## config.mk

```make
export PLATFORM = sky130hd
export DESIGN_NAME = smpb_ctrl
export DESIGN_NICKNAME = d
export VERILOG_FILES = /design/src/rtl/core/smpb_pkg.sv /design/src/rtl/core/smpb_ctrl.sv
export SDC_FILE = /design/constraint.sdc
export NUM_CORES = 1
export LEC_CHECK = 0
export ABC_AREA = 1
export BUFFER_PORTS_ARGS = -buffer_cell sky130_fd_sc_hd__buf_2
export CORE_UTILIZATION = 25
export CTS_CLUSTER_SIZE = 24
export DETAILED_ROUTE_END_ITERATION = 8
export PLACE_DENSITY_LB_ADDON = 0.12
export SYNTH_ARGS = -nofsm -noshare
export SYNTH_HDL_FRONTEND = slang
export SYNTH_SLANG_ARGS = --single-unit
```

## constraint.sdc

```tcl
create_clock -name clk -period 1.8 [get_ports clk]
set_clock_uncertainty 0.1 [all_clocks]
set_input_delay 0 -clock clk [delete_from_list [all_inputs] [get_ports clk]]
set_output_delay 0 -clock clk [all_outputs]
set_load 0.02 [all_outputs]
```

## src/rtl/core/smpb_pkg.sv

```systemverilog
// Shared types, constants and control structs for the skin matrix palette builder.
package smpb_pkg;

    localparam int MAX_BONES = 256;
    localparam int BONE_W    = $clog2(MAX_BONES);
    localparam int ADDR_W    = BONE_W + 2;
    localparam int LIM_W     = BONE_W + 2;
    localparam int ELEM_W    = 32;
    localparam int ROW_W     = 4 * ELEM_W;
    localparam int CNT_W     = 9;
    localparam int PAR_W     = 9;

    typedef logic signed [ELEM_W-1:0] elem_t;
    typedef logic signed [63:0]       prod_t;
    typedef logic signed [64:0]       psum_t;
    typedef logic signed [65:0]       fsum_t;

    typedef enum logic
    {
        DOT_WROW = 1'b0,
        DOT_SKIN = 1'b1
    } dot_mode_t;

    typedef struct packed
    {
        logic      accept;
        logic      load_root;
        logic      rd_en;
        logic [1:0] rd_row;
        logic      dot_issue;
        dot_mode_t dot_mode;
        logic [1:0] dot_c;
        logic [1:0] dot_k;
        logic      pend_wr;
        logic      commit_en;
        logic [1:0] commit_row;
    } smpb_cmd_t;

    typedef struct packed
    {
        logic drop;
        logic root;
        logic row3;
        logic busy;
    } smpb_stat_t;

endpackage

```

## src/rtl/core/smpb_ctrl.sv

```systemverilog
// Control state machine that sequences reads, dot products, results and commits.
module smpb_ctrl
    import smpb_pkg::*;
(
    input  logic       clk,
    input  logic       rst_n,
    input  logic       in_valid,
    output logic       in_stall,
    output logic       out_valid,
    input  logic       out_stall,
    output logic [1:0] out_row,
    output logic       bone_done,
    output smpb_cmd_t  cmd,
    input  smpb_stat_t stat
);

    typedef enum logic [3:0]
    {
        S_IDLE,
        S_DECIDE,
        S_READ,
        S_RWAIT,
        S_WDOT,
        S_WDRAIN,
        S_ROWEND,
        S_SKDOT,
        S_SKDRAIN,
        S_OUT,
        S_COMMIT
    } state_t;

    state_t     state_reg;
    logic [1:0] cnt_reg;
    logic [1:0] col_reg;

    assign in_stall  = (state_reg != S_IDLE);
    assign out_valid = (state_reg == S_OUT);
    assign out_row   = col_reg;
    assign bone_done = (col_reg == 2'd3);

    always_comb
    begin
        cmd            = '0;
        cmd.accept     = (state_reg == S_IDLE) && in_valid;
        cmd.load_root  = (state_reg == S_DECIDE) && !stat.drop && stat.root;
        cmd.rd_en      = (state_reg == S_READ);
        cmd.rd_row     = cnt_reg;
        cmd.dot_issue  = (state_reg == S_WDOT) || (state_reg == S_SKDOT);
        cmd.dot_mode   = (state_reg == S_SKDOT) ? DOT_SKIN : DOT_WROW;
        cmd.dot_c      = (state_reg == S_SKDOT) ? col_reg : cnt_reg;
        cmd.dot_k      = cnt_reg;
        cmd.pend_wr    = (state_reg == S_ROWEND) && !stat.row3;
        cmd.commit_en  = (state_reg == S_COMMIT);
        cmd.commit_row = cnt_reg;
    end

    always_ff @(posedge clk or negedge rst_n)
    begin
        if (!rst_n)
        begin
            state_reg <= S_IDLE;
            cnt_reg   <= '0;
            col_reg   <= '0;
        end
        else
        begin
            unique case (state_reg)
                S_IDLE:
                begin
                    if (in_valid)
                    begin
                        state_reg <= S_DECIDE;
                    end
                end
                S_DECIDE:
                begin
                    cnt_reg <= '0;
                    if (stat.drop)
                    begin
                        state_reg <= S_IDLE;
                    end
                    else if (stat.root)
                    begin
                        state_reg <= S_ROWEND;
                    end
                    else
                    begin
                        state_reg <= S_READ;
                    end
                end
                S_READ:
                begin
                    cnt_reg <= cnt_reg + 2'd1;
                    if (cnt_reg == 2'd3)
                    begin
                        state_reg <= S_RWAIT;
                    end
                end
                S_RWAIT:
                begin
                    state_reg <= S_WDOT;
                end
                S_WDOT:
                begin
                    cnt_reg <= cnt_reg + 2'd1;
                    if (cnt_reg == 2'd3)
                    begin
                        state_reg <= S_WDRAIN;
                    end
                end
                S_WDRAIN:
                begin
                    if (!stat.busy)
                    begin
                        state_reg <= S_ROWEND;
                    end
                end
                S_ROWEND:
                begin
                    cnt_reg <= '0;
                    col_reg <= '0;
                    state_reg <= stat.row3 ? S_SKDOT : S_IDLE;
                end
                S_SKDOT:
                begin
                    cnt_reg <= cnt_reg + 2'd1;
                    if (cnt_reg == 2'd3)
                    begin
                        state_reg <= S_SKDRAIN;
                    end
                end
                S_SKDRAIN:
                begin
                    if (!stat.busy)
                    begin
                        state_reg <= S_OUT;
                    end
                end
                S_OUT:
                begin
                    if (!out_stall)
                    begin
                        cnt_reg <= '0;
                        if (col_reg == 2'd3)
                        begin
                            state_reg <= S_COMMIT;
                        end
                        else
                        begin
                            col_reg   <= col_reg + 2'd1;
                            state_reg <= S_SKDOT;
                        end
                    end
                end
                S_COMMIT:
                begin
                    cnt_reg <= cnt_reg + 2'd1;
                    if (cnt_reg == 2'd3)
                    begin
                        state_reg <= S_IDLE;
                    end
                end
                default:
                begin
                    state_reg <= S_IDLE;
                end
            endcase
        end
    end

endmodule

```

Word level (Yosys, flattened, before mapping). Index checks and enable logic that the tools add are counted.

Bits in registers: 8. Bits of input ports: 8. Output and inout port bits: 20. Word-level logic and storage cells: 62.

Add/subtract/negate cells: 2. Equality and inequality tests: 21. Multiplexer cells: 20. Reduce and logical (&&, ||, !) cells: 16.

Operator list (number): $pmux W4 S11 (1); $mux W4 (9); $eq A4 B3 Y1 const B (4); $eq A4 B4 Y1 const B (3); $ne A2 B2 Y1 const B (5); $mux W3 (3); $eq A4 B2 Y1 const B (2); $mux W2 (4); $ne A2 B1 Y1 const B (4); $reduce_and A8 Y1 (1); $pmux W2 S3 (1); $add A2 B1 Y2 const B (2); $eq A2 B2 Y1 const B (2); $eq A4 B1 Y1 const B (1); $logic_and A1 B1 Y1 (4); $logic_not A4 Y1 (1); $pmux W2 S2 (1); $reduce_bool A4 Y1 (1); $reduce_or A4 Y1 (1); $reduce_and A3 Y1 (1); $reduce_bool A3 Y1 (1); $logic_not A1 Y1 (2); $reduce_and A2 Y1 (1); $reduce_bool A2 Y1 (1); other kinds (3) (3).

Logic depth before layout (Yosys ltp). Gate-level depths: netlist of the first run.

Word-level depth: 4. Depth in mapped cells: 9. Gate-level depth less buffers: 8.

Least setup slack after synthesis of the first run. No wires, ideal clock.

Path kind: register to register. Start: register state_reg[2]. End: register col_reg[0], in the netlist out_row[0]. Setup time: 0.083 ns. Arrival: 1.332 ns. Required time: 1.617 ns. Slack: 0.285 ns. Cell stages (with the launch flop): 9. Buffers on the path: 1. Period minus slack after synthesis: 1.515 ns. Cell sequence: dfrtp_1 > buf_6 > inv_2 > nand2_1 > nor2_1 > nand2_1 > nand3_1 > nand2_1 > o21ai_0.

Word-level cells in the longest chain between the ends: 3. Elaborated cells on any way between the ends: 7. Those cells by class: 4 x eq/ne; 1 x mux; 2 x reduce/logical.

Ends and longest elaborated chain: from (decl) (RTL line smpb_ctrl.sv:32) `state_t state_reg;`; from (signal assigned) (RTL line smpb_ctrl.sv:122) `state_reg <= stat.row3 ? S_SKDOT : S_IDLE;`; $eq A4 B4 Y1 (*); named net out_valid (RTL line smpb_ctrl.sv:9) `output logic out_valid,`; $ne A2 B2 Y1 (no line) or $reduce_bool A2 Y1 (tied branches); $reduce_and A3 Y1 (no line); to (signal assigned) (RTL line smpb_ctrl.sv:150) `col_reg <= col_reg + 2'd1;`; to (decl) (RTL line smpb_ctrl.sv:34) `logic [1:0] col_reg;`.

The timed path passes the listed nets; every way through them passes the cells marked *. A chain may end at the register's enable or synchronous reset.

==> results of run 1 <==
## worst max-delay path, stage by stage, from the launching register on
cell	delay, ns
dfrtp_1	0.57
nand4_2	0.23
inv_1	0.16
nand2_1	0.05
o21ai_0	0.06
buf_2	0.18
## path summary, 6_finish.rpt
| path | end | cells past startpoint | from | slack (ns) |
|---|---|---|---|---|
| setup / recovery | cmd[6] | 5 | state_reg[1]$_DFFE_PN0P_ | 0.19 |
| hold / removal | cnt_reg[1]$_DFFE_PN0P_ | 2 | rst_n | 0.02 |
| setup reg to reg | state_reg[0]$_DFFE_PN0P_ | 8 | state_reg[0]$_DFFE_PN0P_ | 0.25 |
| hold reg to reg | out_row[0]$_DFFE_PN0P_ | 1 | out_row[0]$_DFFE_PN0P_ | 0.45 |
| max in group asynchronous | state_reg[0]$_DFFE_PN0P_ | 2 | rst_n | 1.42 |
| min in group clk | state_reg[0]$_DFFE_PN0P_ | 6 | stat[0] | 0.10 |
## cells by family after synthesis
logic type      Yosys count
compound gates            6
fa+ha+maj                 2
flops                     8
buf+inv                  24
simple gates             82
## power by group
| part | internal (mW) | switching, mW |
|---|---|---|
| registers | 0.258 | 0.158 |
| clock network | 0.0763 | 0.0613 |
| logic | 0.383 | 0.750 |
| total | 0.717 | 0.970 |
## per-layer routing
metal,share of wire,vias to the layer above
met3,0.047,5
met5,0,-
met4,0.013,0
met2,0.49,16
li1,-,426
met1,0.45,358
## final cells by class
cell class | instances | area (sq um)
fillers | 323 | 1910
multi-input cells | 90 | 440
flip-flops and latches | 8 | 200
repair buffers | 29 | 155
inverters | 17 | 63.8
well taps | 31 | 38.8
clock buffers | 3 | 22.5
## cell usage in the layout (no fill, tap or decap), drive strengths merged
| master | Yosys | routed |
|---|---|---|
| inv | 17 | 17 |
| nor2 | 14 | 14 |
| nand2 | 47 | 47 |
| clkbuf | 0 | 3 |
| dfrtp | 8 | 8 |
| nand3 | 19 | 19 |
| ha | 2 | 2 |
| buf | 7 | 27 |
| nand4 | 1 | 1 |
| a21oi | 2 | 2 |
| and2 | 1 | 1 |
| o21ai | 4 | 4 |
| dlygate4sd3 | 0 | 2 |
## repair_timing
item / CTS / global route
hold buffers: 2 / 0
hold endpoints to repair: 9 / 0
setup buffers: 0 / 0
resized for setup: 0 / 0
==> results.cfg, run 1 <==
[run_status]
status = finished, final reports clean

[drt]
drc = 0
wl_mm = 1.84
routedWlPerCell_um = 10.3
via_per_inst = 4.52
vias = 805
ant_nets = 0
drtIter0Drc = 13
drt_pass1_iterations = 4

[layout]
largest_reg_flops = 4
nets = 159
design_area_sq_um = 921
antenna_cells = 0
drive_gt1_frac = 0.299
instances_no_fill = 178
final_util = 0.326
syn_to_final_growth_pct = 20.5

[yosys]
async_flop_share = 1.00
synth_fp_nets = 132
synth_area_leaders = dfrtp_1 26%, nand2_1 22%, nand3_1 12%
yosysMostFrequentCell = nand2_1
synth_edf_count = 0
synth_mux_area_frac = 0
ys.flop_type = dfrtp_1
synth_top_area_share = 0.262
synthAdderAreaFrac = 0.0327
synth_xor_area_frac = 0
synth_commonest_cells = 44 x nand2_1, 18 x nand3_1, 14 x inv_1
synth_compound_area_frac = 0.0393
syn_area_sq_um = 764
syn_inst = 122
synth-simple-area-share = 0.504
yosys_warnings = 0
yosysSeqAreaShare = 0.262
synth.distinct_cells = 18
synth_top_family_by_area = simple AND/OR/NAND/NOR gates
synth_largest_area_cell = dfrtp_1
avgSynthCellArea_sq_um = 6.27
ys_seq_elements = 8

[floorplan]
die_y_um = 57.3
dieWidth_um = 57.3
initial_core_util = 0.270
num_rows = 19
ios = 28
core_area_sq_um = 2830
dieArea_sq_um = 3280

[placement]
portBuffers = 27
placed_area_sq_um = 878
dp_hpwl_mm = 1.49
dpl_worst_slack_ns = 0.264
place_congestion = 0.833
place_inst = 173

[sta]
setup_viol = 0
final-hold-violation-count = 0
fin_crit_sh = 0.894
fmax_mhz = 622
timing.final.max_slew_violations = 0
period_needed_ns = 1.61
rsz0062_at_grt = no
slew_headroom = 0.743
tightestPinTransition_ns = 0.386
worst_hold_slack_ns = 0.0186
timing.final.ws_setup_ns = 0.191
tns_ns = 0

[global_routing]
grt_pass1_vias = 705
overflow = 0
grt_pass1_wl_mm = 3.09
grt_max_degree = 10
use_met3 = 0.0454
grt_use_met1 = 0.154
grt_use_met2 = 0.203
antenna_found_initial = 0
grt.busiest_layer = met2
grtUsageTotal = 0.125

[clock_network]
cts_tree = done
numCtsBuffers = 3
htreeDepth = 1
clkSinkCount = 8
cts_root_buf = clkbuf_4
clockBufferDepth = 2
clk_pin_slew_worst_paths_ns = 0.05
insertion_delay_ns = 0.26

[power]
p_total_mw = 1.69
ir_worst_vdd_v = 0.000714
pwr_density_cell_nw_per_um2 = 1830
p_leak_nw = 0.581

[critical_path]
cp_max_fo = 9
critPathLaunchType = flop
cp.required_ns = 1.70
worstSetupPathType = reg -> out
end_kind = output pin
cp.arrival_ns = 1.51

[min_path]
min_path_type = in -> async

[run]
drv_cap = 0
No activity file was read; power rests on OpenSTA's default activity.
==> run 2: changes to the inputs <==
--- a/config.mk
+++ b/config.mk
@@ -7,7 +7,7 @@
 export LEC_CHECK = 0
 export ABC_AREA = 1
 export BUFFER_PORTS_ARGS = -buffer_cell sky130_fd_sc_hd__buf_2
-export CORE_UTILIZATION = 25
+export CORE_UTILIZATION = 48
 export CTS_CLUSTER_SIZE = 24
 export DETAILED_ROUTE_END_ITERATION = 8
 export PLACE_DENSITY_LB_ADDON = 0.12
==> run 2 against run 1 <==
Net effect: first-iteration DRC count down 7.7%; global-route usage up 9.0 points; fmax down 0.64%; clock-buffer cell count unchanged; largest power group unchanged; core utilization up 28 points; highest routed layer is now met3; routed wire length down 9.9%; non-clock buffer count unchanged; sequential power down 2%; design area down 2.0%; setup slack worse by 0.010 ns; worst hold slack better by 0.0036 ns; die area down 47%.
==> results.cfg, run 2 (same netlist as run 1, synthesis figures left out) <==
[run_status]
status = finished, final reports clean

[critical_path]
cp_max_fo = 9
worstSetupPathType = reg -> out
r2r_cells = 7
r2r_slack_ns = 0.26
r2r_end = state_reg[2]$_DFFE_PN0P_
regToRegStartpoint = state_reg[1]$_DFFE_PN0P_
cp.required_ns = 1.70
end_kind = output pin
cp.arrival_ns = 1.52
critPathLaunchType = flop

[clock_network]
numCtsBuffers = 3
insertion_delay_ns = 0.25
cts_resized = 0
cts_root_buf = clkbuf_4
clockBufferDepth = 2
hold_buffers = 2
post-cts-setup-buffers = 0
cts_tree = done
clk_pin_slew_worst_paths_ns = 0.05
clkSinkCount = 8
htreeDepth = 1

[floorplan]
die_y_um = 41.9
dieWidth_um = 41.9
num_rows = 14
core_area_sq_um = 1490
ios = 28
dieArea_sq_um = 1760
initial_core_util = 0.513

[sta]
setup_viol = 0
worst_hold_slack_ns = 0.0222
timing.final.max_slew_violations = 0
final-hold-violation-count = 0
tightestPinTransition_ns = 0.379
fin_crit_sh = 0.899
slew_headroom = 0.746
fmax_mhz = 618
period_needed_ns = 1.62
tns_ns = 0
rsz0062_at_grt = no

[drt]
ant_nets = 0
routedWlPerCell_um = 10.2
via_per_inst = 4.96
drc = 0
drtIter0Drc = 12
drt_pass1_iterations = 4
wl_mm = 1.66
vias = 809

[min_path]
min_path_type = in -> async

[layout]
drive_gt1_frac = 0.299
instances_no_fill = 163
design_area_sq_um = 902
syn_to_final_growth_pct = 18.0
largest_reg_flops = 4
nets = 159
final_cell_mix = 44 x nand2_1, 27 x buf_2, 18 x nand3_1
n_fill_cell = 156
final_common_cell = nand2_1
antenna_cells = 0

[run]
drv_cap = 0

[power]
ir_worst_vdd_v = 0.000898
pwr_density_cell_nw_per_um2 = 1870
p_leak_nw = 0.581
p_total_mw = 1.68

[placement]
portBuffers = 27
placed_area_sq_um = 860
place_congestion = 0.811
dp_hpwl_mm = 1.35
place_inst = 158

[global_routing]
grt_max_degree = 10
overflow = 0
grt_pass1_wl_mm = 2.91
grtUsageTotal = 0.215
antenna_found_initial = 0
grt_pass1_vias = 707
run 2: cell counts in the layout (fill, tap and decap cells not counted):
No cell type changed its count.
run 2: worst max-delay path by stage:
stage	endpoint	depth (start not counted)	start
finish	cmd[6]	5	state_reg[1]$_DFFE_PN0P_
global route	cmd[6]	5	state_reg[1]$_DFFE_PN0P_
CTS	cmd[6]	5	state_reg[1]$_DFFE_PN0P_
detailed placement	state_reg[0]$_DFFE_PN0P_	8	state_reg[0]$_DFFE_PN0P_
global placement	state_reg[1]$_DFFE_PN0P_	8	state_reg[0]$_DFFE_PN0P_
floorplan	out_row[0]$_DFFE_PN0P_	8	state_reg[2]$_DFFE_PN0P_
run 2: cell type report:
| type | count | area [sq um] | share of cell area |
|---|---|---|---|
| clock buffers | 3 | 22.5 | 0.0250 |
| inverters | 17 | 63.8 | 0.0707 |
| flip-flops and latches | 8 | 200 | 0.222 |
| well taps | 16 | 20.0 | 0.0222 |
| repair buffers | 29 | 155 | 0.172 |
| multi-input cells | 90 | 440 | 0.488 |
run 2: stage by stage:
step,worst slack (ns),util
floorplan,0.285,-
global placement,0.312,0.577
detailed placement,0.294,0.577
CTS,0.169,0.606
global route,0.0689,0.606
finish,0.181,0.606
run 2: metal layers:
metal,share of wire,wire length (um),track usage
met1,0.44,731,0.280
met2,0.51,840,0.363
met3,0.050,83,0.0652
met4,0,0,0.0194
met5,0,0,0
run 2: report_power, final:
group,total (mW),internal [mW],switching (mW)
Sequential,0.407,0.258,0.149
Combinational,1.15,0.384,0.763
Clock,0.131,0.0759,0.0551
run 2: critical path, stage by stage, from the launching register on:
cell and delay (ns):
dfrtp_1 0.56, nand4_2 0.23, inv_1 0.16, nand2_1 0.06, o21ai_0 0.07, buf_2 0.19
